[src/rtl/core/bsl_pkg.sv]
// Shared types and constants for the BAT service list parser.
// No dependencies; imported by bsl_parse, bsl_outbuf and the top level.
package bsl_pkg;

    localparam logic [7:0] SERVICE_LIST_TAG  = 8'h41;
    localparam logic [7:0] PRIVATE_TAG_RESET = 8'h86;

    localparam int S_TDATA_W = 24;
    localparam int M_TDATA_W = 72;

    // one service entry as it leaves the parser
    typedef struct packed {
        logic        kind_known;
        logic [7:0]  service_kind;
        logic [15:0] service;
        logic [15:0] network;
        logic [15:0] transport_stream;
        logic [15:0] out_bouquet;
    } bsl_result_t;

endpackage

[src/rtl/core/bsl_parse.sv]
// Byte-wise walker of the nested length-counted loops of a BAT body.
// Depends on bsl_pkg; each accepted byte updates the registered state.
module bsl_parse
    import bsl_pkg::*;
(
    input  logic        aclk,
    input  logic        aresetn,
    input  logic        cfg_wr_en,
    input  logic [7:0]  cfg_wr_data,
    input  logic        accept,
    input  logic [7:0]  section_byte,
    input  logic        section_start,
    input  logic [15:0] bouquet_ident,
    output logic        res_valid,
    output bsl_result_t res
);

    typedef enum logic [3:0] {
        PH_IDLE,
        PH_BQ_LEN_LO,
        PH_BQ_TAG,
        PH_BQ_LEN,
        PH_BQ_BODY,
        PH_TS_LEN_HI,
        PH_TS_LEN_LO,
        PH_TS_HDR,
        PH_TD_TAG,
        PH_TD_LEN,
        PH_TD_BODY,
        PH_DONE
    } phase_t;

    phase_t      phase_reg,    phase_next;
    logic [11:0] outer_reg,    outer_next;
    logic [11:0] inner_reg,    inner_next;
    logic [7:0]  tag_reg,      tag_next;
    logic [7:0]  drem_reg,     drem_next;
    logic [2:0]  idx_reg,      idx_next;
    logic [47:0] bytes_reg,    bytes_next;
    logic [15:0] cur_ts_reg,   cur_ts_next;
    logic [15:0] cur_net_reg,  cur_net_next;
    logic [15:0] bouquet_reg,  bouquet_next;
    logic [7:0]  priv_tag_reg;

    logic        in_td;
    logic [47:0] shifted;
    logic [2:0]  idx_inc;
    logic [11:0] loop_dec;
    logic [11:0] outer_dec;
    logic [7:0]  drem_dec;
    logic [11:0] len_full;
    logic        tag_match;
    logic [2:0]  entry_len;

    always_comb begin
        in_td     = (phase_reg == PH_TD_TAG) || (phase_reg == PH_TD_LEN)
                    || (phase_reg == PH_TD_BODY);
        shifted   = {bytes_reg[39:0], section_byte};
        idx_inc   = idx_reg + 3'd1;
        outer_dec = outer_reg - 12'd1;
        loop_dec  = (in_td ? inner_reg : outer_reg) - 12'd1;
        drem_dec  = drem_reg - 8'd1;
        len_full  = {inner_reg[11:8], section_byte};
        tag_match = in_td ? (tag_reg == SERVICE_LIST_TAG) : (tag_reg == priv_tag_reg);
        entry_len = in_td ? 3'd3 : 3'd6;

        phase_next   = phase_reg;
        outer_next   = outer_reg;
        inner_next   = inner_reg;
        tag_next     = tag_reg;
        drem_next    = drem_reg;
        idx_next     = idx_reg;
        bytes_next   = bytes_reg;
        cur_ts_next  = cur_ts_reg;
        cur_net_next = cur_net_reg;
        bouquet_next = bouquet_reg;

        res_valid            = 1'b0;
        res.out_bouquet      = bouquet_reg;
        res.transport_stream = cur_ts_reg;
        res.network          = cur_net_reg;
        res.service          = shifted[23:8];
        res.service_kind     = shifted[7:0];
        res.kind_known       = 1'b1;

        if (accept) begin
            if (section_start) begin
                // restart at the bouquet descriptors length, dropping any work
                bouquet_next = bouquet_ident;
                inner_next   = {section_byte[3:0], 8'h00};
                outer_next   = '0;
                tag_next     = '0;
                drem_next    = '0;
                idx_next     = '0;
                bytes_next   = '0;
                cur_ts_next  = '0;
                cur_net_next = '0;
                phase_next   = PH_BQ_LEN_LO;
            end else begin
                unique case (phase_reg)
                    PH_BQ_LEN_LO: begin
                        outer_next = len_full;
                        inner_next = '0;
                        phase_next = (len_full != 12'd0) ? PH_BQ_TAG : PH_TS_LEN_HI;
                    end
                    PH_BQ_TAG, PH_BQ_LEN, PH_BQ_BODY,
                    PH_TD_TAG, PH_TD_LEN, PH_TD_BODY: begin
                        if (in_td) begin
                            inner_next = loop_dec;
                            outer_next = outer_dec;
                        end else begin
                            outer_next = loop_dec;
                        end
                        if (phase_reg == PH_BQ_TAG || phase_reg == PH_TD_TAG) begin
                            tag_next   = section_byte;
                            phase_next = in_td ? PH_TD_LEN : PH_BQ_LEN;
                        end else if (phase_reg == PH_BQ_LEN || phase_reg == PH_TD_LEN) begin
                            drem_next  = section_byte;
                            idx_next   = '0;
                            bytes_next = '0;
                            if (section_byte != 8'd0)
                                phase_next = in_td ? PH_TD_BODY : PH_BQ_BODY;
                            else
                                phase_next = in_td ? PH_TD_TAG : PH_BQ_TAG;
                        end else begin
                            drem_next = drem_dec;
                            if (tag_match) begin
                                bytes_next = shifted;
                                idx_next   = idx_inc;
                                if (idx_inc >= entry_len) begin
                                    res_valid  = 1'b1;
                                    idx_next   = '0;
                                    bytes_next = '0;
                                    if (!in_td) begin
                                        res.transport_stream = shifted[47:32];
                                        res.network          = shifted[31:16];
                                        res.service          = shifted[15:0];
                                        res.service_kind     = 8'h00;
                                        res.kind_known       = 1'b0;
                                    end
                                end
                            end
                            if (drem_dec != 8'd0)
                                phase_next = in_td ? PH_TD_BODY : PH_BQ_BODY;
                            else
                                phase_next = in_td ? PH_TD_TAG : PH_BQ_TAG;
                        end
                        // loop end clips the descriptor
                        if (loop_dec == 12'd0) begin
                            if (in_td) begin
                                idx_next   = '0;
                                bytes_next = '0;
                                phase_next = PH_TS_HDR;
                            end else begin
                                phase_next = PH_TS_LEN_HI;
                            end
                        end
                        if (in_td && outer_dec == 12'd0)
                            phase_next = PH_DONE;
                    end
                    PH_TS_LEN_HI: begin
                        inner_next = {section_byte[3:0], 8'h00};
                        phase_next = PH_TS_LEN_LO;
                    end
                    PH_TS_LEN_LO: begin
                        outer_next = len_full;
                        inner_next = '0;
                        idx_next   = '0;
                        bytes_next = '0;
                        phase_next = (len_full != 12'd0) ? PH_TS_HDR : PH_DONE;
                    end
                    PH_TS_HDR: begin
                        outer_next = outer_dec;
                        bytes_next = shifted;
                        idx_next   = idx_inc;
                        if (idx_inc >= 3'd6) begin
                            cur_ts_next  = shifted[47:32];
                            cur_net_next = shifted[31:16];
                            inner_next   = shifted[11:0];
                            idx_next     = '0;
                            bytes_next   = '0;
                            phase_next   = (shifted[11:0] != 12'd0) ? PH_TD_TAG : PH_TS_HDR;
                        end
                        if (outer_dec == 12'd0)
                            phase_next = PH_DONE;
                    end
                    default: begin
                        // idle or past the transport loop: bytes ignored
                        phase_next = phase_reg;
                    end
                endcase
            end
        end
    end

    always_ff @(posedge aclk) begin
        if (!aresetn) begin
            phase_reg    <= PH_IDLE;
            priv_tag_reg <= PRIVATE_TAG_RESET;
        end else begin
            phase_reg <= phase_next;
            if (cfg_wr_en)
                priv_tag_reg <= cfg_wr_data;
        end
        outer_reg   <= outer_next;
        inner_reg   <= inner_next;
        tag_reg     <= tag_next;
        drem_reg    <= drem_next;
        idx_reg     <= idx_next;
        bytes_reg   <= bytes_next;
        cur_ts_reg  <= cur_ts_next;
        cur_net_reg <= cur_net_next;
        bouquet_reg <= bouquet_next;
    end

endmodule

[src/rtl/core/bsl_outbuf.sv]
// Output register with a skid stage for the service entries.
// Depends on bsl_pkg for the result type.
module bsl_outbuf
    import bsl_pkg::*;
(
    input  logic        aclk,
    input  logic        aresetn,
    input  logic        in_valid,
    input  bsl_result_t in_data,
    output logic        in_ready,
    output logic        out_valid,
    input  logic        out_ready,
    output bsl_result_t out_data
);

    logic        main_valid_reg;
    logic        skid_valid_reg;
    bsl_result_t main_reg;
    bsl_result_t skid_reg;
    logic        main_free;

    assign main_free = !main_valid_reg || out_ready;
    assign in_ready  = !skid_valid_reg;
    assign out_valid = main_valid_reg;
    assign out_data  = main_reg;

    always_ff @(posedge aclk) begin
        if (!aresetn) begin
            main_valid_reg <= 1'b0;
            skid_valid_reg <= 1'b0;
        end else if (main_free) begin
            // skid holds the older item, so it goes first
            main_valid_reg <= skid_valid_reg || in_valid;
            skid_valid_reg <= 1'b0;
        end else if (in_valid) begin
            skid_valid_reg <= 1'b1;
        end
        if (main_free)
            main_reg <= skid_valid_reg ? skid_reg : in_data;
        else if (in_valid)
            skid_reg <= in_data;
    end

endmodule

[src/rtl/core/bat_service_list_parser_top.sv]
// Top level of the BAT service list parser: stream ports and config register.
// Depends on bsl_pkg, bsl_parse and bsl_outbuf.
//
// Section body bytes go in one item per clock while s_tready is high; the loop
// walker takes each item as it arrives, so the block sustains one byte per cycle
// with no stalls of its own. The byte that completes a service entry loads it into
// the output register, or into the skid stage while the master side stalls. The
// output register has a one-entry skid stage, so s_tready only drops after the
// master side has stalled with two entries held. Write private_list_tag through
// cfg_wr_en/cfg_wr_data while no section is in progress; it resets to 0x86.
module bat_service_list_parser_top
    import bsl_pkg::*;
(
    input  logic                 aclk,
    input  logic                 aresetn,
    input  logic                 cfg_wr_en,
    input  logic [7:0]           cfg_wr_data,
    input  logic                 s_tvalid,
    output logic                 s_tready,
    input  logic [S_TDATA_W-1:0] s_tdata,  // section_byte[7:0], bouquet_ident[23:8]
    input  logic                 s_tuser,  // section_start
    output logic                 m_tvalid,
    input  logic                 m_tready,
    output logic [M_TDATA_W-1:0] m_tdata,  // out_bouquet[15:0], transport_stream[31:16],
                                           // network[47:32], service[63:48],
                                           // service_kind[71:64]
    output logic                 m_tuser   // kind_known
);

    logic        accept;
    logic        res_valid;
    bsl_result_t res;
    bsl_result_t out_res;

    assign accept = s_tvalid && s_tready;

    bsl_parse u_parse (
        .aclk          (aclk),
        .aresetn       (aresetn),
        .cfg_wr_en     (cfg_wr_en),
        .cfg_wr_data   (cfg_wr_data),
        .accept        (accept),
        .section_byte  (s_tdata[7:0]),
        .section_start (s_tuser),
        .bouquet_ident (s_tdata[23:8]),
        .res_valid     (res_valid),
        .res           (res)
    );

    bsl_outbuf u_outbuf (
        .aclk      (aclk),
        .aresetn   (aresetn),
        .in_valid  (res_valid),
        .in_data   (res),
        .in_ready  (s_tready),
        .out_valid (m_tvalid),
        .out_ready (m_tready),
        .out_data  (out_res)
    );

    assign m_tdata = {out_res.service_kind, out_res.service, out_res.network,
                      out_res.transport_stream, out_res.out_bouquet};
    assign m_tuser = out_res.kind_known;

endmodule

[config.mk]
export PLATFORM = sky130hd
export DESIGN_NAME = bat_service_list_parser_top
export DESIGN_NICKNAME = d
export VERILOG_FILES = /design/src/rtl/core/bsl_pkg.sv /design/src/rtl/core/bsl_parse.sv /design/src/rtl/core/bsl_outbuf.sv /design/src/rtl/core/bat_service_list_parser_top.sv
export SDC_FILE = /design/constraint.sdc
export NUM_CORES = 1
export LEC_CHECK = 0
export ABC_AREA = 1
export BUFFER_PORTS_ARGS = -buffer_cell sky130_fd_sc_hd__buf_2
export CAP_MARGIN = 25
export CORE_MARGIN = 2
export CORE_UTILIZATION = 45
export CTS_CLUSTER_DIAMETER = 40
export DETAILED_ROUTE_END_ITERATION = 10
export PLACE_DENSITY = 0.7
export SLEW_MARGIN = 0
export SYNTH_ARGS = -nofsm -noshare
export SYNTH_HDL_FRONTEND = slang
export SYNTH_HIERARCHICAL = 1
export SYNTH_SLANG_ARGS = --single-unit
[constraint.sdc]
create_clock -name aclk -period 19.55 [get_ports aclk]
set_input_delay 3.91 -clock aclk [delete_from_list [all_inputs] [get_ports aclk]]
set_output_delay 3.91 -clock aclk [all_outputs]
set_load 0.01 [all_outputs]
==> results.sh <==
export IMPL_h_tree_depth=2
export IMPL_status="finished clean"
export IMPL_coreArea_sq_um=30300
export IMPL_cap_violations=0
export IMPL_pin_count=113
export IMPL_hold_viol=0
export IMPL_clkTransAtPathRegs_ns=0.06
export IMPL_ys_flop_type="edfxtp_1"
export IMPL_grt_start_max_net_pins=107
export IMPL_leakage_nw=6.68
export IMPL_root_buffer="clkbuf_16"
export IMPL_dieArea_sq_um=32000
export IMPL_seq_power_share_pct=47.8
export IMPL_cts_buffers=36
export IMPL_viasPerCell=5.32
export IMPL_final_util_pct=52.3
export IMPL_port_buffers=112
export IMPL_relSlewSlack_pct=43.2
export IMPL_min_period_ns=6.59
export IMPL_finClkSkew_ns=0.0195
export IMPL_finalSetupViolations=0
export IMPL_p_int_mw=1.17
export IMPL_fin_tns_setup_ns=0
export IMPL_critPathLaunch="s_tuser"
export IMPL_post_cts_setup_buffers=0
export IMPL_reg2regPathDepth=13
export IMPL_synth_seq_cells=291
export IMPL_syn_avg_cell_area_sq_um=9.79
export IMPL_start_util_pct=45.3
export IMPL_synth_edff_count=277
export IMPL_ys_seq_area_share_pct=62.5
export IMPL_wl_per_cell_um=16.5
export IMPL_postCtsResizedCells=0
export IMPL_switching_share_pct=22.4
export IMPL_final_nets=1555
export IMPL_rows=64
export IMPL_synth_cell_types=41
export IMPL_first_iter_violations=1119
export IMPL_synth_nets=1453
export IMPL_required_ns=19.68
export IMPL_whs_path_depth=0
export IMPL_r2r_start="u_parse/phase_reg[1]$_SDFFE_PN0P_"
export IMPL_netlist_instances=1404
export IMPL_vdd_drop_max_v=0.0000478
export IMPL_overflow=0
export IMPL_hold_class="flop to flop"
export IMPL_critPathMaxFanout=53
export IMPL_chipHeight_um=179
export IMPL_layout_commonest_cell="nand2_1"
export IMPL_num_vias=10200
export IMPL_dp_hpwl_mm=21.1
export IMPL_placed_cells=1861
export IMPL_yosysWarnings=6
export IMPL_hold_buffers=0
export IMPL_cp_start_kind="primary input"
export IMPL_cts_tree="yes"
export IMPL_syn_area_sq_um=13800
export IMPL_period_share_pct=33.7
export IMPL_stdcell_count=1926
export IMPL_grt_pass1_vias=9540
export IMPL_routabilityCongestion=0.893
export IMPL_dr_pass1_iters=5
export IMPL_totalWireLength_mm=31.8
export IMPL_antenna_found_initial=0
export IMPL_power_mw=1.51
export IMPL_clock_path_buffers=3
export IMPL_groute_usage_overall_pct=19.8
export IMPL_fmax_mhz=152
export IMPL_hold_start="u_parse/bouquet_reg[5]$_DFFE_PP_"
export IMPL_maxSlewViolCount=0
export IMPL_power_density_nw_per_um2=95.2
export IMPL_worstMarginPinSlew_ns=0.851
export IMPL_antennaDiodeCount=0
export IMPL_grt_first_pass_wirelength_mm=50.1
export IMPL_async_reset_ff_share_pct=0
export IMPL_critPathKind="primary input to flop"
export IMPL_drc=0
export IMPL_clock_latency_ns=0.51
export IMPL_drive_gt1_share_pct=13.8
export IMPL_net_switching_power_mw=0.339
export IMPL_syn_to_final_growth_pct=15.4
export IMPL_critPathArrivalTime_ns=6.71
export IMPL_worstSetupEndpointType="flop"
export IMPL_die_w_um=179
export IMPL_antenna_left=0
export IMPL_layout_common_cells="nand2_1 (446), edfxtp_1 (277), inv_1 (135)"
export IMPL_combinationalPowerShare_pct=7.5
export IMPL_rsz0062_at_grt="no"
export IMPL_cts_sinks=291
export IMPL_pwr_share_clk_pct=44.6
-- worst paths after layout --
| kind | endpoint | slack (ns) |
|---|---|---|
| worst max-delay path | u_outbuf/skid_reg[29]$_DFFE_PP_ | 12.96 |
| worst min-delay path | u_outbuf/skid_reg[5]$_DFFE_PP_ | 0.45 |
| worst min register to register | u_outbuf/skid_reg[5]$_DFFE_PP_ | 0.45 |
| worst max register to register | u_outbuf/skid_reg[29]$_DFFE_PP_ | 14.67 |
-- stage by stage --
step           setup slack (ns)  cell area [sq um]  hold WS [ns]
2_1_floorplan             10.19              13800         0.427
3_3_place_gp              12.52              14500         0.433
3_5_place_dp              12.46              14600         0.434
4_1_cts                   12.99              15800         0.447
5_1_grt                   12.70              15900         0.459
6_report                  12.96              15900         0.448
-- synth_stat cells, types with 3 or more instances --
| master | n | area [sq um] |
|---|---|---|
| nand2_1 | 448 | 1680 |
| edfxtp_1 | 277 | 8320 |
| inv_1 | 135 | 507 |
| nor2_1 | 101 | 379 |
| o21ai_0 | 96 | 480 |
| o21ai_1 | 50 | 250 |
| nand3_1 | 44 | 220 |
| o22ai_1 | 37 | 231 |
| clkbuf_1 | 25 | 93.8 |
| a21oi_1 | 24 | 120 |
| buf_2 | 16 | 80.1 |
| dfxtp_1 | 14 | 280 |
| xnor2_1 | 14 | 123 |
| buf_4 | 12 | 90.1 |
| o2111ai_1 | 12 | 105 |
| buf_6 | 11 | 124 |
| ha_1 | 11 | 138 |
| xor2_1 | 10 | 87.6 |
| nand4_1 | 8 | 50.1 |
| nor3_1 | 8 | 40.0 |
| a31oi_1 | 6 | 37.5 |
| nor2_2 | 6 | 37.5 |
| nor4_1 | 6 | 37.5 |
| inv_2 | 5 | 18.8 |
| o211ai_1 | 5 | 37.5 |
| a22o_1 | 3 | 26.3 |
| nand3b_1 | 3 | 22.5 |
-- power by group through the flow --
stage          Sequential, mW  Clock, mW  Combinational [mW]
4_1_cts                 0.723      0.685               0.113
6_report                0.723      0.674               0.114
5_1_grt                 0.725      0.713               0.128
2_1_floorplan           0.736          0              0.0714
3_3_place_gp            0.735          0               0.108
3_5_place_dp            0.735          0               0.112
-- cell type report --
type / count / area [sq um]
Clock buffer: 42 / 943
Clock inverter: 20 / 270
Fill cell: 2735 / 14500
Inverter: 141 / 529
Multi-Input combinational cell: 908 / 4290
Sequential cell: 291 / 8600
Tap cell: 396 / 495
Timing Repair Buffer: 128 / 748
-- cells by family after synthesis --
group                      synth area share [%]
and+or+nand+nor                            18.6
xor gates and xnor gates                   1.53
AOI/OAI and AO/OA                          9.68
buffers and inverters                      6.67
adders and majority gates                  1.00
DFF                                        62.5
-- routing by layer --
layer	vias up	global-route usage [%]	wire length, um
li1	4972	-	-
met1	4813	27.0	13600
met2	390	32.4	15100
met3	73	3.41	2220
met4	0	6.03	808
met5	-	0	0
-- critical path, cell delays in order --
cell,delay [ns]
buf_2,0.09
buf_4,0.28
clkinv_1,0.12
buf_4,0.36
nand4_1,0.17
nor3_2,0.36
inv_1,0.12
nor2_4,0.53
buf_4,0.66
No activity file was read; power rests on OpenSTA's default activity.
